--- src/sv/dsdc_pkg.sv ---
package dsdc_pkg;

   // field widths
   localparam int YEAR_W   = 12;
   localparam int MONTH_W  = 4;
   localparam int DAY_W    = 5;
   localparam int AMT_W    = 18;
   localparam int SERIAL_W = 17;
   localparam int ACC_W    = 19;
   localparam int YLEN_W   = 9;

   // request modes (the unused code behaves as date to serial)
   localparam logic [1:0] MODE_D2S = 2'd0;
   localparam logic [1:0] MODE_S2D = 2'd1;
   localparam logic [1:0] MODE_ADD = 2'd2;

   // calendar limits
   localparam logic [YEAR_W-1:0]   YEAR_FIRST   = 12'd1900;
   localparam logic [YEAR_W-1:0]   YEAR_LAST    = 12'd2099;
   localparam logic [YEAR_W-1:0]   YEAR_DEFAULT = 12'd2000;
   localparam logic [MONTH_W-1:0]  MONTH_FIRST  = 4'd1;
   localparam logic [MONTH_W-1:0]  MONTH_LAST   = 4'd12;
   localparam logic [MONTH_W-1:0]  MONTH_FEB    = 4'd2;
   localparam logic [SERIAL_W-1:0] SERIAL_MAX   = 17'd73049;

   // controller to datapath commands
   typedef struct packed {
      logic load;
      logic year_step;
      logic month_step;
      logic add_day;
      logic add_amount;
      logic saturate;
      logic walk_year;
      logic walk_month;
      logic out_date;
      logic out_walk;
   } dsdc_cmd_type;

   // datapath to controller status
   typedef struct packed {
      logic d2s_year_more;
      logic d2s_month_more;
      logic s2d_year_more;
      logic s2d_month_more;
   } dsdc_status_type;

   // leap rule for years already inside 1900..2099: only 1900 is a skipped century
   function automatic logic is_leap(input logic [YEAR_W-1:0] y);
      return (y[1:0] == 2'b00) && (y != YEAR_FIRST);
   endfunction

   function automatic logic [YLEN_W-1:0] year_len(input logic [YEAR_W-1:0] y);
      return is_leap(y) ? 9'd366 : 9'd365;
   endfunction

   function automatic logic [DAY_W-1:0] month_len(input logic [YEAR_W-1:0] y,
                                                  input logic [MONTH_W-1:0] m);
      logic [DAY_W-1:0] len;
      if (m == MONTH_FEB) begin
         len = is_leap(y) ? 5'd29 : 5'd28;
      end else if (m inside {4'd4, 4'd6, 4'd9, 4'd11}) begin
         len = 5'd30;
      end else begin
         len = 5'd31;
      end
      return len;
   endfunction

endpackage

--- src/sv/dsdc_datapath.sv ---
module dsdc_datapath (
   input  logic                             clock,
   input  logic [dsdc_pkg::YEAR_W-1:0]      req_year_in,
   input  logic [dsdc_pkg::MONTH_W-1:0]     req_month_in,
   input  logic [dsdc_pkg::DAY_W-1:0]       req_day_in,
   input  logic [dsdc_pkg::AMT_W-1:0]       req_amount,
   input  dsdc_pkg::dsdc_cmd_type           cmd,
   output dsdc_pkg::dsdc_status_type        status,
   output logic [dsdc_pkg::YEAR_W-1:0]      rsp_year_out,
   output logic [dsdc_pkg::MONTH_W-1:0]     rsp_month_out,
   output logic [dsdc_pkg::DAY_W-1:0]       rsp_day_out,
   output logic [dsdc_pkg::SERIAL_W-1:0]    rsp_serial_out
);
   import dsdc_pkg::*;

   // clamped request date
   logic [YEAR_W-1:0]   year_ff,   year_in;
   logic [MONTH_W-1:0]  month_ff,  month_in;
   logic [DAY_W-1:0]    day_ff,    day_in;
   logic [AMT_W-1:0]    amount_ff, amount_in;
   // walk position and running day count
   logic [YEAR_W-1:0]   wy_ff,     wy_in;
   logic [MONTH_W-1:0]  wm_ff,     wm_in;
   logic [ACC_W-1:0]    acc_ff,    acc_in;
   logic [SERIAL_W-1:0] serial_ff, serial_in;
   // result registers
   logic [YEAR_W-1:0]   oyear_ff,   oyear_in;
   logic [MONTH_W-1:0]  omonth_ff,  omonth_in;
   logic [DAY_W-1:0]    oday_ff,    oday_in;
   logic [SERIAL_W-1:0] oserial_ff, oserial_in;

   logic [YEAR_W-1:0]   yc;
   logic [MONTH_W-1:0]  mc;
   logic [YLEN_W-1:0]   wy_len;
   logic [DAY_W-1:0]    wm_len;
   logic [ACC_W-1:0]    amt_ext;
   logic                acc_low, acc_high;

   // clamp the request year and month
   always_comb begin
      yc = (req_year_in < YEAR_FIRST || req_year_in > YEAR_LAST) ? YEAR_DEFAULT : req_year_in;
      mc = (req_month_in < MONTH_FIRST || req_month_in > MONTH_LAST) ? MONTH_FIRST
                                                                     : req_month_in;
   end

   assign wy_len  = year_len(wy_ff);
   assign wm_len  = month_len(wy_ff, wm_ff);
   assign amt_ext = {{(ACC_W-AMT_W){amount_ff[AMT_W-1]}}, amount_ff};

   // saturation bounds of the signed day count
   assign acc_low  = acc_ff[ACC_W-1] || (acc_ff == '0);
   assign acc_high = acc_ff[ACC_W-2:0] >= (ACC_W-1)'(SERIAL_MAX);

   // walk status
   always_comb begin
      status.d2s_year_more  = wy_ff < year_ff;
      status.d2s_month_more = wm_ff < month_ff;
      status.s2d_year_more  = (wy_ff < YEAR_LAST) &&
                              (acc_ff[SERIAL_W-1:0] > SERIAL_W'(wy_len));
      status.s2d_month_more = (wm_ff < MONTH_LAST) &&
                              (acc_ff[SERIAL_W-1:0] > SERIAL_W'(wm_len));
   end

   // next values
   always_comb begin
      year_in    = year_ff;
      month_in   = month_ff;
      day_in     = day_ff;
      amount_in  = amount_ff;
      wy_in      = wy_ff;
      wm_in      = wm_ff;
      acc_in     = acc_ff;
      serial_in  = serial_ff;
      oyear_in   = oyear_ff;
      omonth_in  = omonth_ff;
      oday_in    = oday_ff;
      oserial_in = oserial_ff;
      if (cmd.load) begin
         year_in   = yc;
         month_in  = mc;
         day_in    = (req_day_in == '0 || req_day_in > month_len(yc, mc)) ? DAY_W'(1)
                                                                          : req_day_in;
         amount_in = req_amount;
         wy_in     = YEAR_FIRST;
         wm_in     = MONTH_FIRST;
         acc_in    = '0;
      end
      if (cmd.year_step) begin
         acc_in = acc_ff + ACC_W'(wy_len);
         wy_in  = wy_ff + 1'b1;
      end
      if (cmd.month_step) begin
         acc_in = acc_ff + ACC_W'(wm_len);
         wm_in  = wm_ff + 1'b1;
      end
      if (cmd.add_day) begin
         acc_in = acc_ff + ACC_W'(day_ff);
      end
      if (cmd.add_amount) begin
         acc_in = acc_ff + amt_ext;
      end
      // clamp to the serial range and restart the walk at the first day
      if (cmd.saturate) begin
         if (acc_low) begin
            serial_in = SERIAL_W'(1);
         end else if (acc_high) begin
            serial_in = SERIAL_MAX;
         end else begin
            serial_in = acc_ff[SERIAL_W-1:0];
         end
         acc_in = ACC_W'(serial_in);
         wy_in  = YEAR_FIRST;
         wm_in  = MONTH_FIRST;
      end
      if (cmd.walk_year) begin
         acc_in = acc_ff - ACC_W'(wy_len);
         wy_in  = wy_ff + 1'b1;
      end
      if (cmd.walk_month) begin
         acc_in = acc_ff - ACC_W'(wm_len);
         wm_in  = wm_ff + 1'b1;
      end
      if (cmd.out_date) begin
         oyear_in   = year_ff;
         omonth_in  = month_ff;
         oday_in    = day_ff;
         oserial_in = acc_ff[SERIAL_W-1:0];
      end
      if (cmd.out_walk) begin
         oyear_in   = wy_ff;
         omonth_in  = wm_ff;
         oday_in    = acc_ff[DAY_W-1:0];
         oserial_in = serial_ff;
      end
   end

   // payload registers
   always_ff @(posedge clock) begin
      year_ff    <= year_in;
      month_ff   <= month_in;
      day_ff     <= day_in;
      amount_ff  <= amount_in;
      wy_ff      <= wy_in;
      wm_ff      <= wm_in;
      acc_ff     <= acc_in;
      serial_ff  <= serial_in;
      oyear_ff   <= oyear_in;
      omonth_ff  <= omonth_in;
      oday_ff    <= oday_in;
      oserial_ff <= oserial_in;
   end

   assign rsp_year_out   = oyear_ff;
   assign rsp_month_out  = omonth_ff;
   assign rsp_day_out    = oday_ff;
   assign rsp_serial_out = oserial_ff;

endmodule

--- src/sv/dsdc_ctrl.sv ---
module dsdc_ctrl (
   input  logic                       clock,
   input  logic                       reset,
   input  logic                       start,
   input  logic [1:0]                 req_mode,
   input  dsdc_pkg::dsdc_status_type  status,
   output dsdc_pkg::dsdc_cmd_type     cmd,
   output logic                       busy,
   output logic                       rsp_valid
);
   import dsdc_pkg::*;

   localparam logic [2:0] ST_IDLE      = 3'd0;
   localparam logic [2:0] ST_D2S_YEAR  = 3'd1;
   localparam logic [2:0] ST_D2S_MONTH = 3'd2;
   localparam logic [2:0] ST_AMOUNT    = 3'd3;
   localparam logic [2:0] ST_SATURATE  = 3'd4;
   localparam logic [2:0] ST_S2D_YEAR  = 3'd5;
   localparam logic [2:0] ST_S2D_MONTH = 3'd6;
   localparam logic [2:0] ST_EMIT_DATE = 3'd7;

   logic [2:0] state_ff, state_in;
   logic [1:0] mode_ff,  mode_in;
   logic       valid_ff, valid_in;
   logic       accept;

   assign accept = start && (state_ff == ST_IDLE);

   // sequencing of the calendar walk
   always_comb begin
      state_in = state_ff;
      mode_in  = mode_ff;
      valid_in = 1'b0;
      cmd      = '0;
      case (state_ff)
         ST_IDLE: begin
            if (accept) begin
               cmd.load = 1'b1;
               mode_in  = req_mode;
               state_in = (req_mode == MODE_S2D) ? ST_AMOUNT : ST_D2S_YEAR;
            end
         end
         ST_D2S_YEAR: begin
            if (status.d2s_year_more) begin
               cmd.year_step = 1'b1;
            end else begin
               state_in = ST_D2S_MONTH;
            end
         end
         ST_D2S_MONTH: begin
            if (status.d2s_month_more) begin
               cmd.month_step = 1'b1;
            end else begin
               cmd.add_day = 1'b1;
               state_in    = (mode_ff == MODE_ADD) ? ST_AMOUNT : ST_EMIT_DATE;
            end
         end
         ST_AMOUNT: begin
            cmd.add_amount = 1'b1;
            state_in       = ST_SATURATE;
         end
         ST_SATURATE: begin
            cmd.saturate = 1'b1;
            state_in     = ST_S2D_YEAR;
         end
         ST_S2D_YEAR: begin
            if (status.s2d_year_more) begin
               cmd.walk_year = 1'b1;
            end else begin
               state_in = ST_S2D_MONTH;
            end
         end
         ST_S2D_MONTH: begin
            if (status.s2d_month_more) begin
               cmd.walk_month = 1'b1;
            end else begin
               cmd.out_walk = 1'b1;
               valid_in     = 1'b1;
               state_in     = ST_IDLE;
            end
         end
         ST_EMIT_DATE: begin
            cmd.out_date = 1'b1;
            valid_in     = 1'b1;
            state_in     = ST_IDLE;
         end
         default: begin
            state_in = ST_IDLE;
         end
      endcase
   end

   // control registers
   always_ff @(posedge clock) begin
      if (reset) begin
         state_ff <= ST_IDLE;
         mode_ff  <= MODE_D2S;
         valid_ff <= 1'b0;
      end else begin
         state_ff <= state_in;
         mode_ff  <= mode_in;
         valid_ff <= valid_in;
      end
   end

   assign busy      = (state_ff != ST_IDLE);
   assign rsp_valid = valid_ff;

   // a request always starts a walk
   a_accept_busy: assert property (@(posedge clock) disable iff (reset)
      accept |=> busy)
      else $error("request accepted but controller did not go busy");

   // a result follows a busy cycle and leaves the controller idle
   a_valid_after_busy: assert property (@(posedge clock) disable iff (reset)
      rsp_valid |-> ($past(busy) && !busy))
      else $error("result strobe without a preceding walk");

   // mode 1 never runs the date to serial walk
   a_s2d_skips_d2s: assert property (@(posedge clock) disable iff (reset)
      (state_ff == ST_D2S_YEAR || state_ff == ST_D2S_MONTH) |-> (mode_ff != MODE_S2D))
      else $error("serial request entered the date walk");

endmodule

--- src/sv/date_serial_day_converter.sv ---
// date and serial day converter, one request at a time
// the walk covers the years and months of the request in mode 0, those of
// the result in mode 1, and both in mode 2
// one request is in flight at a time; the walk moves one year or month per cycle
// synchronous reset returns the controller to idle; rsp_valid cannot be stalled
module date_serial_day_converter (
   input  logic                             clock,
   input  logic                             reset,
   input  logic                             start,
   output logic                             busy,
   input  logic [1:0]                       req_mode,
   input  logic [dsdc_pkg::YEAR_W-1:0]      req_year_in,
   input  logic [dsdc_pkg::MONTH_W-1:0]     req_month_in,
   input  logic [dsdc_pkg::DAY_W-1:0]       req_day_in,
   input  logic [dsdc_pkg::AMT_W-1:0]       req_amount,
   output logic                             rsp_valid,
   output logic [dsdc_pkg::YEAR_W-1:0]      rsp_year_out,
   output logic [dsdc_pkg::MONTH_W-1:0]     rsp_month_out,
   output logic [dsdc_pkg::DAY_W-1:0]       rsp_day_out,
   output logic [dsdc_pkg::SERIAL_W-1:0]    rsp_serial_out
);
   import dsdc_pkg::*;

   dsdc_cmd_type    cmd;
   dsdc_status_type status;

   // sequencer
   dsdc_ctrl u_ctrl (
      .clock     (clock),
      .reset     (reset),
      .start     (start),
      .req_mode  (req_mode),
      .status    (status),
      .cmd       (cmd),
      .busy      (busy),
      .rsp_valid (rsp_valid)
   );

   // calendar arithmetic
   dsdc_datapath u_datapath (
      .clock          (clock),
      .req_year_in    (req_year_in),
      .req_month_in   (req_month_in),
      .req_day_in     (req_day_in),
      .req_amount     (req_amount),
      .cmd            (cmd),
      .status         (status),
      .rsp_year_out   (rsp_year_out),
      .rsp_month_out  (rsp_month_out),
      .rsp_day_out    (rsp_day_out),
      .rsp_serial_out (rsp_serial_out)
   );

   // every result lies inside the supported calendar
   a_result_range: assert property (@(posedge clock) disable iff (reset)
      rsp_valid |-> (rsp_serial_out >= SERIAL_W'(1) && rsp_serial_out <= SERIAL_MAX &&
                     rsp_year_out >= YEAR_FIRST && rsp_year_out <= YEAR_LAST))
      else $error("result outside 1900-01-01 .. 2099-12-31");

endmodule

--- config.mk ---
export PLATFORM = sky130hd
export DESIGN_NAME = date_serial_day_converter
export DESIGN_NICKNAME = d
export VERILOG_FILES = /design/src/sv/dsdc_pkg.sv /design/src/sv/dsdc_datapath.sv /design/src/sv/dsdc_ctrl.sv /design/src/sv/date_serial_day_converter.sv
export SDC_FILE = /design/constraint.sdc
export NUM_CORES = 1
export LEC_CHECK = 0
export ABC_AREA = 1
export BUFFER_PORTS_ARGS = -buffer_cell sky130_fd_sc_hd__buf_2
export CAP_MARGIN = 20
export CORE_MARGIN = 2
export CORE_UTILIZATION = 45
export DETAILED_ROUTE_END_ITERATION = 10
export GPL_TIMING_DRIVEN = 0
export SLEW_MARGIN = 5
export SYNTH_ARGS = -nofsm -noshare
export SYNTH_HDL_FRONTEND = slang
export SYNTH_HIERARCHICAL = 1
export SYNTH_SLANG_ARGS = --single-unit
--- constraint.sdc ---
create_clock -name clock -period 8.4 [get_ports clock]
set_input_delay 0.42 -clock clock [delete_from_list [all_inputs] [get_ports clock]]
set_output_delay 0.42 -clock clock [all_outputs]
set_load 0.01 [all_outputs]
### After elaboration in Yosys (flattened, before gate mapping)

Index checks and enable logic that the tools add are counted.

* bits in registers: 135
* output and inout port bits: 40
* word-level logic and storage cells: 145
* bits of input ports: 44

* equal/unequal tests: 26
* magnitude comparators: 12
* muxes and demuxes: 61
* $add $sub $neg: 8
* reduce and logical (&&, ||, !) cells: 23

Operators with widths (number)
* two-way mux 19 bit: 8
* two-way mux 12 bit: 7
* two-way mux 17 bit: 4
* adder 19 x 5 -> 19 bit: 2
* two-way mux 4 bit: 7
* two-way mux 5 bit: 5
* inequality test 12 x 11 -> 1 bit (second input constant): 2
* case mux 3 bit (8 select lines): 1
* adder 19 bit: 1
* adder 19 x 9 -> 19 bit: 1
* zero test 19 bit: 1
* two-way mux 1 bit: 19
* subtractor 19 x 5 -> 19 bit: 1
* subtractor 19 x 9 -> 19 bit: 1
* greater-or-equal comparator 18 x 17 -> 1 bit (second input constant): 1
* two-way mux 3 bit: 6
* greater-than comparator 17 x 5 -> 1 bit: 1
* greater-than comparator 17 x 9 -> 1 bit: 1
* == test 4 x 3 -> 1 bit (second input constant): 4
* == test 4 bit (second input constant): 4
* nonzero test 4 bit: 4
* adder 12 x 1 -> 12 bit (second input constant): 1
* == test 3 bit (second input constant): 4
* greater-than comparator 12 bit (second input constant): 1
* other kinds (28): 43

### Depth between registers and ports, before layout

* word-level depth: 12
* depth in mapped cells: 26

### Cells and area by module

Netlist, hierarchy kept.

By module, submodules not included
* dsdc_datapath: area an instance 10209.8 um2, sequential area each 3873.7 um2, cells each 1364, times used 1
* dsdc_ctrl: area an instance 459.2 um2, sequential area each 120.1 um2, cells each 67, times used 1

### Worst setup path after synthesis

Ideal clock, no wire load.

* path type: register -> register
* start: reg u_datapath.wy_ff[7]
* end: reg u_datapath.acc_ff[0] (enable)
* slack: 4387 ps
* library setup time: 486 ps
* required time: 7914 ps
* cell stages (with the launch flop): 22
* arrival time: 3527 ps
* period minus slack after synthesis: 4013 ps
* path through: edfxtp_1 buf_2 nor3_1 nand3_1 nand2_1 ha_1 inv_1 o21bai_1 a21oi_1 o21ai_1 a21oi_2 nand2_1 o221ai_1 inv_1 nand2_1 inv_1 nand2_2 inv_1 clkbuf_1 nor2_1 buf_2 nand4_1

RTL lines
* from (decl): line dsdc_datapath.sv:22 `logic [YEAR_W-1:0] wy_ff, wy_in;`
* from (signal assigned): line dsdc_datapath.sv:143 `wy_ff <= wy_in;`
* to (signal assigned): line dsdc_datapath.sv:145 `acc_ff <= acc_in;`
* to (decl): line dsdc_datapath.sv:24 `logic [ACC_W-1:0] acc_ff, acc_in;`

==> summary.md <==
| Metric | Value |
|---|---|
| Pre-CTS setup slack | `2.80 ns` |
| Commonest non-fill, non-tap cell in the layout | `nand2_1` |
| Final worst setup slack | `2.66 ns` |
| XOR/XNOR Fraction of Synth Area | `1.56%` |
| Cts bufs inserted | `17` |
| Fill cell count | `2349` |
| DRT Wirelength | `35400 um` |
| Root Buffer | `clkbuf_16` |
| Syn Area/Cell | `7.46 um2` |
| Clock latency on the worst-skew pair | `0.44 ns` |
| RSZ-0062 raised after global routing | `false` |
| Slew Viols, Final | `0` |
| Cells resized by post-CTS repair | `0` |
| Worst R2R Path Depth | `22` |
| Initial antenna violation count | `0` |
| Pin count of the biggest net entering global routing | `44` |
| Synth Area in Compound Gates | `13.4%` |
| Crit path launch type | `flop` |
| N_diodes | `0` |
| # DRC | `0` |
| Final setup fails | `0` |
| Fin. Hold Viols | `0` |
| Port-buffer cells | `83` |
| Vias in the first global route | `9513` |
| H-Tree Depth | `4` |
| Slew @ Worst Pin | `1.03 ns` |
| Adder-cell share of the synthesized area | `7.58%` |
| Sink Count | `135` |
| Crit-path max FO | `11` |
| Top-area cell type share of the netlist area | `36.3%` |
| Top cells by area, synth | `edfxtp_1 (36%), nand2_1 (12%), inv_1 (6.7%)` |
| Inst Count DP | `1834` |
| Ys Warns | `6` |
| Buffers inserted by post-CTS timing repair | `0` |
| Register area share after synthesis | `37.4%` |
| Ports | `84` |
| Routed Antenna Nets | `0` |
| Hold Path Stages | `1` |
| Final cell count without fillers | `1866` |
| Vias | `10300` |
| Fin crit period | `5.74 ns` |
| CTS clock-pin slew for the worst setup and hold paths | `0.07 ns` |
| Area leader, netlist | `edfxtp_1` |
| Layout Skew | `0.0135 ns` |
| Drt pass-1 iters | `8` |
| Synth unique cells | `52` |
| CP required | `8.58 ns` |
| Synth Area in Simple Gates | `30.3%` |
| Post-DR wirelength/cell | `19.0 um` |
| Share of layout cells above drive strength 1 | `14.5%` |
| Total grt overflow | `0` |
| F_max | `174 MHz` |
| Buffer depth of the longest clock path | `2` |
| Syn Nets | `1536` |
| Static leakage | `5.43 nW` |
| Prevailing post-synth register cell | `edfxtp_1` |
| Async SR Flop Fraction | `0%` |
| Post-synthesis register bit count | `135` |
| Peak VDD IR | `0.156 mV` |
| Drt via density | `5.54` |
| Site Rows | `56` |
| Area Growth Syn to Fin | `13.3%` |
| Max Cap Viol | `0` |
| Status | `finished, final reports clean` |
| Commonest non-fill, non-tap cells in the layout | `nand2_1 (329), inv_1 (191), nand3_1 (129), edfxtp_1 (129), nor2_1 (126)` |
| Die H | `158 um` |
| EDFF count, synth | `129` |
| Area of the core | `23400 um2` |
| CTS tree | `done` |
| Largest family of logic cells by synthesized area | `simple AND/OR/NAND/NOR gates` |
| GRT Total Usage | `29.2%` |
| Post-synthesis mux area share | `0%` |
| Critical path class | `reg -> reg` |
| Critical Path End Type | `flop` |
| Fin nets | `1639` |
| Relative slew slack | `31.3%` |
| Initial drt markers | `1019` |
| Setup Total Neg Slack | `0 ns` |
| Post-DP HPWL | `27300 um` |
| Multi-input gate area | `5640 um2` |
| Initial Utilization | `45.6%` |
| Synth Cell Area | `10700 um2` |
| Worst Path Arrival | `5.92 ns` |
| Post-CTS Hold Buffers | `0` |
| RePlAce Congestion | `0.983` |
| Final Cycle Share | `68.3%` |
| Sequential cell area | `3990 um2` |
| Die Width | `158 um` |
| First-pass GRT wire length | `54100 um` |
| HP Class | `in -> reg` |
| Syn Inst Count | `1431` |
| Pwr dens | `378 nW/um2` |
| Die area | `25000 um2` |
==> layer usage <==
layer	wire length (um)	vias up	global-route usage [%]
met4	1020	0	9.65
met5	0	-	0
li1	-	4997	-
met2	15300	497	44.4
met3	3020	68	5.94
met1	16200	4777	41.4
==> power by group <==
part / internal (W) / switching [W] / leakage, nW
registers: 0.00100 / 0.000166 / 1.23
logic: 0.000770 / 0.00186 / 3.92
clock network: 0.000422 / 0.000355 / 0.275
total: 0.00219 / 0.00238 / 5.43
==> worst max-delay path, cell delays in order (launching register included) <==
cell,delay (ns)
edfxtp_1,0.39
buf_2,0.19
nor3_1,0.20
nand3_1,0.12
nand2_1,0.25
ha_1,0.29
inv_1,0.09
o21bai_1,0.11
a21oi_1,0.26
o21ai_1,0.22
a21oi_2,0.25
nand2_1,0.14
o221ai_1,0.11
inv_1,0.06
nand2_1,0.06
inv_1,0.04
nand2_2,0.08
inv_1,0.06
clkbuf_1,0.26
nor2_1,0.71
buf_2,0.42
nand4_1,0.73
buf_8,0.43
==> cell type report <==
| cell class | count | share of cell area [%] |
|---|---|---|
| clock inverter | 14 | 1.29 |
| buffer | 42 | 1.84 |
| sequential | 135 | 33.0 |
| multi-input combinational | 1037 | 46.6 |
| tap | 319 | 3.30 |
| clock buffer | 18 | 3.55 |
| inverter | 217 | 6.78 |
| timing repair buffer | 84 | 3.56 |
==> state kept, by name (all words and copies together), names as in the netlist <==
register and count:
u_ctrl/state_ff 3, u_datapath/amount_ff 18, u_datapath/rsp_day_out 5, u_datapath/serial_ff 17, u_ctrl/rsp_valid 1, u_datapath/rsp_year_out 12, u_datapath/year_ff 12, u_datapath/month_ff 4
u_datapath/wm_ff 4, u_datapath/wy_ff 12, u_datapath/rsp_serial_out 17, u_ctrl/mode_ff 2, u_datapath/day_ff 5, u_datapath/rsp_month_out 4, u_datapath/acc_ff 19
==> logic make-up after synthesis <==
logic type,count (synthesis)
AOI/OAI and AO/OA,257
xor gates and xnor gates,19
adders and majority gates,61
buffers and inverters,259
DFF,135
and+or+nand+nor,700
==> final timing paths <==
check	slack, ns	start	endpoint
max	2.66	u_datapath/wy_ff[7]	u_datapath/acc_ff[8]
min	0.15	req_amount[16]	u_datapath/amount_ff[16]
max reg2reg	2.66	u_datapath/wy_ff[7]	u_datapath/acc_ff[8]
min reg2reg	0.47	u_ctrl/mode_ff[0]	u_ctrl/mode_ff[0]
==> synthesized netlist by cell type (3+ instances only) <==
master      n
a21o_1      5
a21oi_1    86
a21oi_2     4
a31oi_1     8
buf_1       3
buf_2      13
buf_4       7
buf_6       3
clkbuf_1   16
clkinv_1    4
dfxtp_1     6
edfxtp_1  129
fa_1        6
ha_1       55
inv_1     191
inv_2      20
nand2_1   329
nand2_2    13
nand2_4     7
nand3_1   129
nand3_2     5
nand3b_1    8
nand4_1    26
nor2_1    127
nor2_2     13
nor2_4      8
nor3_1     19
o211ai_1    7
o21a_1      4
o21ai_0   110
o21ai_1    10
o21bai_1    6
o221ai_1    4
o22ai_1     3
or2_2       5
xnor2_1     3
xor2_1     16
==> metrics by stage <==
stage	power, W	area, um2	util (%)	hold WS, ns
floorplan	0.00290	10700	-	0.429
global placement	0.00369	11500	49.1	0.449
detailed placement	0.00372	11500	49.1	0.459
CTS	0.00452	12100	51.6	0.143
global route	0.00489	12100	51.6	0.138
finish	0.00457	12100	51.6	0.152
Power figures use the tool's default switching activity.
